===== src/hw/rtl/cdov_pkg.sv =====
// Shared types and constants of the complex-domain onset value block.
`default_nettype none

package cdov_pkg;

    // Sequencer states
    typedef enum logic [3:0] {
        S_CLEAR,
        S_IDLE,
        S_DEV,
        S_MUL,
        S_ACC,
        S_END,
        S_DIV,
        S_CMP,
        S_NEG,
        S_SCALE,
        S_UPD,
        S_OUT
    } t_state;

    // Configuration register indexes
    localparam int unsigned CFG_IDX_W = 2;
    localparam logic [CFG_IDX_W-1:0] CFG_ENABLE  = 2'd0;
    localparam logic [CFG_IDX_W-1:0] CFG_MIN_BIN = 2'd1;
    localparam logic [CFG_IDX_W-1:0] CFG_MAX_BIN = 2'd2;

    localparam int unsigned MINB_W = 6;
    localparam int unsigned MAXB_W = 7;
    localparam int unsigned CFG_DATA_W = 7;

    // Analysis range used when min_bin is not below max_bin
    localparam int unsigned FALLBACK_LO = 1;
    localparam int unsigned FALLBACK_HI = 64;

    // Averaging weight, Q0.16 (about 0.05)
    localparam int unsigned ALPHA_W = 12;
    localparam int unsigned ALPHA_IDX_W = 4;
    localparam logic [ALPHA_W-1:0] ALPHA_Q16 = 12'd3277;

    localparam int unsigned FRAC_W = 16;
    localparam int unsigned OUT_W  = 31;
    localparam int unsigned EXT_W  = 64;

    localparam logic [1:0] WARM_FRAMES = 2'd2;

endpackage : cdov_pkg

`default_nettype wire


===== src/hw/rtl/cdov_hist.sv =====
// Phase history memory: one entry per bin holding the last two phases.
`default_nettype none

module cdov_hist #(
    parameter int unsigned DEPTH  = 64,
    parameter int unsigned DATA_W = 32,
    parameter int unsigned ADDR_W = 6
) (
    input  wire logic              i_clk,
    input  wire logic              i_wr_en,
    input  wire logic [ADDR_W-1:0] i_wr_addr,
    input  wire logic [DATA_W-1:0] i_wr_data,
    input  wire logic [ADDR_W-1:0] i_rd_addr,
    output logic      [DATA_W-1:0] o_rd_data
);

    logic [DATA_W-1:0] r_mem [DEPTH];
    logic [DATA_W-1:0] r_rd_data;

    always_ff @(posedge i_clk) begin
        if (i_wr_en) begin
            r_mem[i_wr_addr] <= i_wr_data;
        end
        r_rd_data <= r_mem[i_rd_addr];
    end

    assign o_rd_data = r_rd_data;

endmodule : cdov_hist

`default_nettype wire


===== src/hw/rtl/cdov_dev.sv =====
// Absolute wrapped deviation of a phase from its linear extrapolation.
`default_nettype none

module cdov_dev #(
    parameter int unsigned PHASE_BITS = 16
) (
    input  wire logic [PHASE_BITS-1:0] i_now,
    input  wire logic [PHASE_BITS-1:0] i_prev,
    input  wire logic [PHASE_BITS-1:0] i_older,
    output logic      [PHASE_BITS-1:0] o_dev
);

    logic [PHASE_BITS-1:0] w_diff;

    // Wraps modulo one turn; the top bit set means half a turn or more
    assign w_diff = i_now - i_prev - i_prev + i_older;
    assign o_dev  = w_diff[PHASE_BITS-1] ? (~w_diff + PHASE_BITS'(1)) : w_diff;

endmodule : cdov_dev

`default_nettype wire


===== src/hw/rtl/cdov_alu.sv =====
// Shared add/subtract unit with carry out.
`default_nettype none

module cdov_alu #(
    parameter int unsigned ALU_W = 59
) (
    input  wire logic [ALU_W-1:0] i_a,
    input  wire logic [ALU_W-1:0] i_b,
    input  wire logic             i_sub,
    output logic      [ALU_W-1:0] o_res,
    output logic                  o_carry
);

    logic [ALU_W:0] w_sum;

    // Subtract as a plus the inverse of b plus one; carry high means no borrow
    assign w_sum = {1'b0, i_a} + {1'b0, (i_sub ? ~i_b : i_b)} + (ALU_W + 1)'(i_sub);
    assign o_res   = w_sum[ALU_W-1:0];
    assign o_carry = w_sum[ALU_W];

endmodule : cdov_alu

`default_nettype wire


===== src/hw/rtl/complex_domain_onset_value.sv =====
// Complex-domain onset value: top level with sequencer and shared arithmetic.
// Each bin takes one history read and, if analysed, one shared-adder pass; a closing bin adds
// a bit-serial division and a 12-step average, its result waiting for the output register to be free.
// A new bin is taken only once the last one is done. Reset (synchronous, active low) clears control
// state, then zeroes the history one bin per cycle; no input is taken meanwhile.
`default_nettype none

module complex_domain_onset_value #(
    parameter int unsigned BIN_COUNT  = 64,
    parameter int unsigned PHASE_BITS = 16,
    parameter int unsigned MAG_BITS   = 16
) (
    input  wire logic                           i_clk,
    input  wire logic                           i_rst_n,
    // configuration write port
    input  wire logic                           i_cfg_wr_en,
    input  wire logic [cdov_pkg::CFG_IDX_W-1:0] i_cfg_index,
    input  wire logic [cdov_pkg::CFG_DATA_W-1:0] i_cfg_wdata,
    // bin input channel
    input  wire logic                           i_valid,
    output logic                                o_ready,
    input  wire logic [MAG_BITS-1:0]            i_magnitude,
    input  wire logic signed [PHASE_BITS-1:0]   i_phase,
    input  wire logic                           i_last_bin,
    input  wire logic                           i_spectrum_valid,
    // result channel
    output logic                                o_valid,
    input  wire logic                           i_ready,
    output logic [cdov_pkg::OUT_W-1:0]          o_onset_value,
    output logic [cdov_pkg::OUT_W-1:0]          o_running_average,
    output logic                                o_ready_res
);

    import cdov_pkg::*;

    localparam int unsigned BIN_W  = $clog2(BIN_COUNT);
    localparam int unsigned POS_W  = $clog2(BIN_COUNT + 1);
    localparam int unsigned CNT_W  = POS_W;
    localparam int unsigned ONS_W  = MAG_BITS + PHASE_BITS - 1;
    localparam int unsigned SUM_W  = ONS_W + CNT_W;
    localparam int unsigned AVG_W  = ONS_W + FRAC_W;
    localparam int unsigned ALU_W  = AVG_W + ALPHA_W;
    localparam int unsigned ITER_W = $clog2(SUM_W);
    localparam int unsigned CMP_W  = (POS_W > MAXB_W) ? POS_W : MAXB_W;
    localparam int unsigned HIST_W = 2 * PHASE_BITS;
    localparam int unsigned RST_MAX = (FALLBACK_HI > BIN_COUNT) ? BIN_COUNT : FALLBACK_HI;

    // ---------------------------------------------------------------
    // Configuration registers
    // ---------------------------------------------------------------
    logic              r_enable;
    logic [MINB_W-1:0] r_min_bin;
    logic [MAXB_W-1:0] r_max_bin;
    logic [MAXB_W-1:0] w_cfg_max;

    // Clamp max_bin to the store depth as it is written
    assign w_cfg_max = (CMP_W'(i_cfg_wdata[MAXB_W-1:0]) > CMP_W'(BIN_COUNT))
                     ? MAXB_W'(BIN_COUNT) : i_cfg_wdata[MAXB_W-1:0];

    always_ff @(posedge i_clk) begin
        if (!i_rst_n) begin
            r_enable  <= 1'b1;
            r_min_bin <= MINB_W'(FALLBACK_LO);
            r_max_bin <= MAXB_W'(RST_MAX);
        end else if (i_cfg_wr_en) begin
            unique case (i_cfg_index)
                CFG_ENABLE:  r_enable  <= i_cfg_wdata[0];
                CFG_MIN_BIN: r_min_bin <= i_cfg_wdata[MINB_W-1:0];
                CFG_MAX_BIN: r_max_bin <= w_cfg_max;
                default: ;
            endcase
        end
    end

    // ---------------------------------------------------------------
    // State
    // ---------------------------------------------------------------
    t_state r_state, n_state;

    // control, cleared by reset
    logic [BIN_W-1:0]  r_clr_addr, n_clr_addr;
    logic [POS_W-1:0]  r_pos,      n_pos;
    logic [1:0]        r_frames,   n_frames;
    logic [SUM_W-1:0]  r_sum,      n_sum;
    logic [CNT_W-1:0]  r_cnt,      n_cnt;
    logic [AVG_W-1:0]  r_avg,      n_avg;
    logic [ITER_W-1:0] r_iter,     n_iter;
    logic              r_o_valid,  n_o_valid;

    // datapath, no reset
    logic [MAG_BITS-1:0]   r_mag,   n_mag;
    logic [PHASE_BITS-1:0] r_ph,    n_ph;
    logic                  r_last,  n_last;
    logic                  r_hit,   n_hit;
    logic                  r_inmem, n_inmem;
    logic [PHASE_BITS-1:0] r_dev,   n_dev;
    logic [ONS_W-1:0]      r_prod,  n_prod;
    logic [CNT_W:0]        r_rem,   n_rem;
    logic [AVG_W-1:0]      r_diff,  n_diff;
    logic                  r_up,    n_up;
    logic [ALU_W-1:0]      r_acc,   n_acc;
    logic [ONS_W-1:0]      r_onset, n_onset;
    logic                  r_res,   n_res;
    logic [OUT_W-1:0]      r_o_onset, n_o_onset;
    logic [OUT_W-1:0]      r_o_avg,   n_o_avg;
    logic                  r_o_res,   n_o_res;

    // ---------------------------------------------------------------
    // History memory and deviation
    // ---------------------------------------------------------------
    logic                  w_mem_we;
    logic [BIN_W-1:0]      w_mem_waddr;
    logic [HIST_W-1:0]     w_mem_wdata;
    logic [HIST_W-1:0]     w_mem_rdata;
    logic [PHASE_BITS-1:0] w_prev, w_older, w_dev;

    // Read address follows the bin position, so the entry is ready the
    // cycle after a transaction is accepted.
    cdov_hist #(
        .DEPTH  (BIN_COUNT),
        .DATA_W (HIST_W),
        .ADDR_W (BIN_W)
    ) u_hist (
        .i_clk     (i_clk),
        .i_wr_en   (w_mem_we),
        .i_wr_addr (w_mem_waddr),
        .i_wr_data (w_mem_wdata),
        .i_rd_addr (r_pos[BIN_W-1:0]),
        .o_rd_data (w_mem_rdata)
    );

    assign w_prev  = w_mem_rdata[HIST_W-1:PHASE_BITS];
    assign w_older = w_mem_rdata[PHASE_BITS-1:0];

    cdov_dev #(
        .PHASE_BITS (PHASE_BITS)
    ) u_dev (
        .i_now   (r_ph),
        .i_prev  (w_prev),
        .i_older (w_older),
        .o_dev   (w_dev)
    );

    // ---------------------------------------------------------------
    // Shared adder
    // ---------------------------------------------------------------
    logic [ALU_W-1:0] w_alu_a, w_alu_b, w_alu_res;
    logic             w_alu_sub, w_alu_carry;

    cdov_alu #(
        .ALU_W (ALU_W)
    ) u_alu (
        .i_a     (w_alu_a),
        .i_b     (w_alu_b),
        .i_sub   (w_alu_sub),
        .o_res   (w_alu_res),
        .o_carry (w_alu_carry)
    );

    // ---------------------------------------------------------------
    // Helpers
    // ---------------------------------------------------------------
    logic [CMP_W-1:0]                   w_lo, w_hi, w_pos_ext;
    logic                               w_in_store, w_in_range;
    logic [AVG_W-1:0]                   w_target;
    logic [CNT_W:0]                     w_rem_sh;
    logic                               w_borrow;
    logic [SUM_W-1:0]                   w_quo_next;
    logic [MAG_BITS+PHASE_BITS-1:0]     w_prod_full;
    logic [EXT_W-1:0]                   w_onset_ext, w_avg_ext;

    // Fall back to the default range when min_bin is not below max_bin
    always_comb begin
        if (CMP_W'(r_min_bin) >= CMP_W'(r_max_bin)) begin
            w_lo = CMP_W'(FALLBACK_LO);
            w_hi = CMP_W'(FALLBACK_HI);
        end else begin
            w_lo = CMP_W'(r_min_bin);
            w_hi = CMP_W'(r_max_bin);
        end
    end

    assign w_pos_ext  = CMP_W'(r_pos);
    assign w_in_store = (r_pos < POS_W'(BIN_COUNT));
    assign w_in_range = (w_pos_ext >= w_lo) && (w_pos_ext < w_hi);

    assign w_target    = {r_onset, FRAC_W'(0)};
    assign w_rem_sh    = {r_rem[CNT_W-1:0], r_sum[SUM_W-1]};
    assign w_borrow    = !w_alu_carry;
    assign w_quo_next  = {r_sum[SUM_W-2:0], !w_borrow};
    assign w_prod_full = r_mag * r_dev;
    assign w_onset_ext = EXT_W'(r_onset);
    assign w_avg_ext   = EXT_W'(r_avg);

    // Adder operands per step
    always_comb begin
        w_alu_a   = '0;
        w_alu_b   = '0;
        w_alu_sub = 1'b0;
        unique case (r_state)
            S_ACC: begin
                w_alu_a = ALU_W'(r_sum);
                w_alu_b = ALU_W'(r_prod);
            end
            S_DIV: begin
                w_alu_a   = ALU_W'(w_rem_sh);
                w_alu_b   = ALU_W'(r_cnt);
                w_alu_sub = 1'b1;
            end
            S_CMP: begin
                w_alu_a   = ALU_W'(w_target);
                w_alu_b   = ALU_W'(r_avg);
                w_alu_sub = 1'b1;
            end
            S_NEG: begin
                w_alu_a   = ALU_W'(r_avg);
                w_alu_b   = ALU_W'(w_target);
                w_alu_sub = 1'b1;
            end
            S_SCALE: begin
                // shift-and-add over the weight, most significant bit first
                w_alu_a = {r_acc[ALU_W-2:0], 1'b0};
                w_alu_b = ALPHA_Q16[r_iter[ALPHA_IDX_W-1:0]] ? ALU_W'(r_diff) : '0;
            end
            S_UPD: begin
                w_alu_a   = ALU_W'(r_avg);
                w_alu_b   = ALU_W'(r_acc[ALU_W-1:FRAC_W]);
                w_alu_sub = !r_up;
            end
            default: ;
        endcase
    end

    // ---------------------------------------------------------------
    // Sequencer
    // ---------------------------------------------------------------
    always_comb begin
        n_state    = r_state;
        n_clr_addr = r_clr_addr;
        n_pos      = r_pos;
        n_frames   = r_frames;
        n_sum      = r_sum;
        n_cnt      = r_cnt;
        n_avg      = r_avg;
        n_iter     = r_iter;
        n_o_valid  = r_o_valid;
        n_mag      = r_mag;
        n_ph       = r_ph;
        n_last     = r_last;
        n_hit      = r_hit;
        n_inmem    = r_inmem;
        n_dev      = r_dev;
        n_prod     = r_prod;
        n_rem      = r_rem;
        n_diff     = r_diff;
        n_up       = r_up;
        n_acc      = r_acc;
        n_onset    = r_onset;
        n_res      = r_res;
        n_o_onset  = r_o_onset;
        n_o_avg    = r_o_avg;
        n_o_res    = r_o_res;
        w_mem_we    = 1'b0;
        w_mem_waddr = r_pos[BIN_W-1:0];
        w_mem_wdata = {r_ph, w_prev};

        // Drop the result once the consumer takes it
        if (r_o_valid && i_ready) begin
            n_o_valid = 1'b0;
        end

        unique case (r_state)
            S_CLEAR: begin
                w_mem_we    = 1'b1;
                w_mem_waddr = r_clr_addr;
                w_mem_wdata = '0;
                if (r_clr_addr == BIN_W'(BIN_COUNT - 1)) begin
                    n_state = S_IDLE;
                end else begin
                    n_clr_addr = r_clr_addr + BIN_W'(1);
                end
            end
            S_IDLE: begin
                // Disabled or empty-spectrum transactions are taken and dropped
                if (i_valid && r_enable && i_spectrum_valid) begin
                    n_mag   = i_magnitude;
                    n_ph    = $unsigned(i_phase);
                    n_last  = i_last_bin;
                    n_inmem = w_in_store;
                    n_hit   = w_in_store && w_in_range && (r_frames == WARM_FRAMES);
                    n_state = S_DEV;
                end
            end
            S_DEV: begin
                n_dev = w_dev;
                if (r_inmem) begin
                    // Age the history and advance the bin position
                    w_mem_we = 1'b1;
                    n_pos    = r_pos + POS_W'(1);
                end
                n_state = r_hit ? S_MUL : S_END;
            end
            S_MUL: begin
                n_prod  = w_prod_full[ONS_W-1:0];
                n_state = S_ACC;
            end
            S_ACC: begin
                n_sum   = w_alu_res[SUM_W-1:0];
                n_cnt   = r_cnt + CNT_W'(1);
                n_state = S_END;
            end
            S_END: begin
                if (!r_last) begin
                    n_state = S_IDLE;
                end else begin
                    n_pos = '0;
                    if (r_frames != WARM_FRAMES) begin
                        // Warm-up frame: history only, zero result
                        n_frames = r_frames + 2'd1;
                        n_onset  = '0;
                        n_res    = 1'b0;
                        n_state  = S_OUT;
                    end else if (r_cnt == '0) begin
                        n_onset = '0;
                        n_res   = 1'b1;
                        n_state = S_CMP;
                    end else begin
                        n_rem   = '0;
                        n_iter  = ITER_W'(SUM_W - 1);
                        n_res   = 1'b1;
                        n_state = S_DIV;
                    end
                end
            end
            S_DIV: begin
                // Restoring division, one quotient bit per cycle
                n_rem = w_borrow ? w_rem_sh : w_alu_res[CNT_W:0];
                n_sum = w_quo_next;
                if (r_iter == '0) begin
                    n_onset = w_quo_next[ONS_W-1:0];
                    n_state = S_CMP;
                end else begin
                    n_iter = r_iter - ITER_W'(1);
                end
            end
            S_CMP: begin
                if (w_alu_carry) begin
                    n_diff  = w_alu_res[AVG_W-1:0];
                    n_up    = 1'b1;
                    n_acc   = '0;
                    n_iter  = ITER_W'(ALPHA_W - 1);
                    n_state = S_SCALE;
                end else begin
                    n_state = S_NEG;
                end
            end
            S_NEG: begin
                n_diff  = w_alu_res[AVG_W-1:0];
                n_up    = 1'b0;
                n_acc   = '0;
                n_iter  = ITER_W'(ALPHA_W - 1);
                n_state = S_SCALE;
            end
            S_SCALE: begin
                n_acc = w_alu_res;
                if (r_iter == '0) begin
                    n_state = S_UPD;
                end else begin
                    n_iter = r_iter - ITER_W'(1);
                end
            end
            S_UPD: begin
                n_avg   = w_alu_res[AVG_W-1:0];
                n_state = S_OUT;
            end
            S_OUT: begin
                // Hold until the output register is free
                if (!r_o_valid || i_ready) begin
                    n_o_valid = 1'b1;
                    n_o_onset = w_onset_ext[OUT_W-1:0];
                    n_o_avg   = r_res ? w_avg_ext[FRAC_W +: OUT_W] : '0;
                    n_o_res   = r_res;
                    n_sum     = '0;
                    n_cnt     = '0;
                    n_state   = S_IDLE;
                end
            end
            default: n_state = S_IDLE;
        endcase
    end

    always_ff @(posedge i_clk) begin
        if (!i_rst_n) begin
            r_state    <= S_CLEAR;
            r_clr_addr <= '0;
            r_pos      <= '0;
            r_frames   <= '0;
            r_sum      <= '0;
            r_cnt      <= '0;
            r_avg      <= '0;
            r_iter     <= '0;
            r_o_valid  <= 1'b0;
        end else begin
            r_state    <= n_state;
            r_clr_addr <= n_clr_addr;
            r_pos      <= n_pos;
            r_frames   <= n_frames;
            r_sum      <= n_sum;
            r_cnt      <= n_cnt;
            r_avg      <= n_avg;
            r_iter     <= n_iter;
            r_o_valid  <= n_o_valid;
        end
    end

    always_ff @(posedge i_clk) begin
        r_mag     <= n_mag;
        r_ph      <= n_ph;
        r_last    <= n_last;
        r_hit     <= n_hit;
        r_inmem   <= n_inmem;
        r_dev     <= n_dev;
        r_prod    <= n_prod;
        r_rem     <= n_rem;
        r_diff    <= n_diff;
        r_up      <= n_up;
        r_acc     <= n_acc;
        r_onset   <= n_onset;
        r_res     <= n_res;
        r_o_onset <= n_o_onset;
        r_o_avg   <= n_o_avg;
        r_o_res   <= n_o_res;
    end

    assign o_ready           = (r_state == S_IDLE);
    assign o_valid           = r_o_valid;
    assign o_onset_value     = r_o_onset;
    assign o_running_average = r_o_avg;
    assign o_ready_res       = r_o_res;

endmodule : complex_domain_onset_value

`default_nettype wire


===== config.mk =====
export PLATFORM = sky130hd
export DESIGN_NAME = complex_domain_onset_value
export DESIGN_NICKNAME = d
export VERILOG_FILES = /design/src/hw/rtl/cdov_pkg.sv /design/src/hw/rtl/cdov_hist.sv /design/src/hw/rtl/cdov_dev.sv /design/src/hw/rtl/cdov_alu.sv /design/src/hw/rtl/complex_domain_onset_value.sv
export SDC_FILE = /design/constraint.sdc
export NUM_CORES = 2
export LEC_CHECK = 0
export BUFFER_PORTS_ARGS = -buffer_cell sky130_fd_sc_hd__buf_4
export CORE_MARGIN = 5
export CORE_UTILIZATION = 47
export CTS_CLUSTER_DIAMETER = 50
export DETAILED_ROUTE_END_ITERATION = 8
export PLACE_DENSITY = 0.68
export SYNTH_ARGS = -nofsm -noshare
export SYNTH_HDL_FRONTEND = slang
export SYNTH_SLANG_ARGS = --single-unit

===== constraint.sdc =====
create_clock -name i_clk -period 12.2 [get_ports i_clk]
set_clock_uncertainty 0.2 [all_clocks]
set_input_delay 0.61 -clock i_clk [delete_from_list [all_inputs] [get_ports i_clk]]
set_output_delay 0.61 -clock i_clk [all_outputs]
set_load 0.005 [all_outputs]

==> out/metrics.csv <==
stage;metric;value;unit
sta;hold_ws;0.221;ns
synth;synth_nets;6724;
synth;synth_top_area_share;64.2;%
routing;vias_per_cell;6.02;
routing;wl;272;mm
global_route;antenna_found_initial;5;
global_route;grt_pass1_wl;402;mm
sta;fin_crit_sh;61.3;%
sta;final.min_clock_period;7.47;ns
floorplanning;pin_count;113;
final_layout;nets;6967;
synth;synth-seq-cells;2504;
final_layout;instances_no_fill;9750;
routing;routed-via-count;58700;
sta;worstMarginPinSlew;1.41;ns
synth;syn_avg_cell_area;17.5;um2
placed_design;globalplace.congestion;0.949;
sta;rsz0062_at_grt;false;
worst_setup_path;crit_path_cell_trace;nand2_1 > fa_1 > fa_1 > fa_1 > inv_1 > fa_1 > fa_1 > inv_1 > fa_1 > inv_1 > ha_1 > nand3_1 > o41ai_1 > a31oi_1 > o2111ai_1 > a211oi_1 > nor2_1 > a211o_1 > a21oi_1 > xnor2_1;
clock_tree;cts_tree;done;
power_and_ir_drop;p_per_area;184;nW/um2
worst_setup_path;r2r_start;r_mag[10];
floorplanning;core;232000;um2
placed_design;io_buffers;112;
power_and_ir_drop;seq_power_share;44.9;%
job;maxCapViolCount;0;
synth;synth_edf_count;2339;
power_and_ir_drop;pwr-share-clk;34.9;%
synth;yosysSeqAreaShare;67.2;%
worst_setup_path;cp.arrival;7.84;ns
routing;initialDrtViolationCount;6843;
power_and_ir_drop;swShare;27.7;%
final_layout;areaGrowthSynthToFinish;13.1;%
power_and_ir_drop;power_frac_comb;20.2;%
global_route;track_usage;22.3;%
outcome;status;completed;
sta;finalSetupTns;0;ns
hold_path;hp-start;i_phase[11];
clock_tree;cts_root_buffer;clkbuf_16;
synth;yosysMostFrequentCell;edfxtp_1;
worst_setup_path;cp_top_family;adder cells;
clock_tree;cts_buffers;277;
worst_setup_path;worstPathRequired;12.56;ns
final_layout;drive_above_1_share;21.5;%
routing;drc;0;
floorplanning;initial_core_util;47.1;%
synth;synth_cell_types;77;
global_route;overflow;0;
hold_path;min_path_type;in2reg;
placed_design;dp_hpwl;163;mm
synth;yosys.area.top_type;edfxtp_1;
routing;first_pass_iters;9;
clock_tree;insertion_delay;0.92;ns
worst_setup_path;cpPeakStageDelay;0.77;ns
worst_setup_path;path_class;reg2reg;
sta;slew_headroom;5.68;%
global_route;grt_pass1_vias;59300;
worst_setup_path;cp.buffers_inverters;3;
clock_tree;clock-sinks;2504;
placed_design;placed_area;115000;um2
synth;netlist_area;109000;um2
power_and_ir_drop;cell_internal_pwr;16500;uW
sta;slew_viol_final;0;
sta;finalHoldViolCount;0;
clock_tree;h-tree-depth;5;
routing;drtAntennaViolNets;0;
clock_tree;clockBufferDepth;4;
final_layout;design_area;124000;um2
worst_setup_path;crit_top_cell;fa_1;
final_layout;fill_cells;18000;
placed_design;place_inst;9226;
worst_setup_path;end_kind;register;
synth;ys.warnings.count;0;
worst_setup_path;crit_fanout;16;
worst_setup_path;cpMaxStageDelayCell;edfxtp_1;
routing;wl_per_cell;27.9;um
synth;ys.flop_type;edfxtp_1;
power_and_ir_drop;leakagePower;0.0416;uW
floorplanning;die-area;243000;um2
synth;ys_top_cells_by_count;edfxtp_1 (2339), mux4_2 (672), nand2_1 (462), inv_1 (349), clkbuf_1 (258);
floorplanning;die_y;493;um
worst_setup_path;start_kind;register;
floorplanning;std_cell_rows;177;
global_route;grt_start_max_net_pins;140;
sta;setup_viol;0;
power_and_ir_drop;vdd_drop_max;354;uV
synth;ys_top_cells_by_area;edfxtp_1 (64%), mux4_2 (14%), fa_1 (3.8%), dfxtp_1 (3.0%), ha_1 (2.3%);
synth;async_flop_share;0;%
synth;syn-instance-count;6267;
sta;fmaxAchievable;0.134;GHz
floorplanning;fp.dieW;493;um
clock_tree;clk_pin_slew_worst_paths;0.06;ns
power_and_ir_drop;p_switching;6330;uW
worst_setup_path;crit_start;r_mag[10];
## registers in the layout, indices dropped and copies added, names as in the netlist, 16 cells and up, named ones only
name,flops
r_dev,16
r_onset,31
r_mag,16
r_acc,59
r_avg,47
r_ph,16
u_hist.o_rd_data,32
r_sum,38
r_prod,31
u_hist.r_mem,2048
o_running_average,31
o_onset_value,31
r_diff,47
## through the flow
| step | utilization (%) | setup slack, ns | power (uW) |
|---|---|---|---|
| CTS | 53.3 | 4.70 | 23000 |
| finish | 53.3 | 4.73 | 22800 |
| floorplan | - | 4.34 | 13400 |
| global placement | 49.4 | 4.96 | 14900 |
| global route | 53.3 | 4.31 | 23800 |
| detailed placement | 49.4 | 4.80 | 15000 |
## what timing repair did
action                    4_1_cts  5_1_grt
hold buffers                   42        0
buffers inserted                0        0
gates resized for setup         0        0
hold endpoints to repair       54        0
## power by group through the flow
| stage | registers [uW] | logic (uW) | clock network [uW] |
|---|---|---|---|
| after floorplan | 10400 | 2990 | 0 |
| after global placement | 10400 | 4500 | 0 |
| after detailed placement | 10400 | 4610 | 0 |
| after CTS | 10200 | 4630 | 8090 |
| after global routing | 10300 | 5060 | 8470 |
| final | 10200 | 4610 | 7970 |
## area by class of cell
| class | instances | area, um2 | share of cell area (%) |
|---|---|---|---|
| multi-input combinational | 3090 | 34200 | 27.6 |
| antenna | 1 | 2.50 | 0.00202 |
| inverter | 351 | 1320 | 1.06 |
| tap | 3043 | 3810 | 3.07 |
| sequential | 2504 | 73600 | 59.4 |
| timing repair buffer | 286 | 2390 | 1.93 |
| clock inverter | 136 | 1260 | 1.02 |
| clock buffer | 339 | 7320 | 5.91 |
## routing by layer
layer  vias up  wire length (um)  GRT usage (%)
li1      24900                 -              -
met1     30700            107000           30.6
met2      2601            136000           37.4
met3       451             21900           3.79
met4         2              6940           5.61
met5         -                10              0
## final timing paths
check / endpoint / slack [ns] / depth (start not counted)
setup / recovery: r_prod[30] / 4.73 / 20
hold / removal: r_ph[11] / 0.22 / 2
setup reg to reg: r_prod[30] / 4.73 / 20
hold reg to reg: r_avg[8] / 0.28 / 2
## cells by family after synthesis
| family | synth area share [%] |
|---|---|
| multiplexers | 14.0 |
| buffers and inverters | 2.32 |
| XOR/XNOR | 1.34 |
| AO/OA/AOI/OAI | 4.06 |
| AND/OR/NAND/NOR | 4.99 |
| flip-flops | 67.2 |
| adder cells (fa/ha/maj) | 6.11 |
## placed cells by master (no fill, tap or decap), drive strengths merged, types with 137 or more instances in the layout
cell | synthesis | layout
and2 | 240 | 240
inv | 350 | 365
buf | 64 | 244
nand2 | 462 | 462
clkbuf | 258 | 339
mux4 | 672 | 672
fa | 209 | 209
edfxtp | 2339 | 2339
dfxtp | 165 | 165
nor2 | 214 | 214
xnor2 | 137 | 137
a21oi | 232 | 232
ha | 200 | 200
## worst register-to-register path, delay by kind of cell (launching register included)
family          cells  cell delay [ns]
fa+ha+maj           7             3.40
compound gates      6             1.96
flops               1             0.77
simple gates        3             0.56
buf+inv             3             0.15
xor+xnor            1             0.13
No activity file was read; power rests on OpenSTA's default activity.
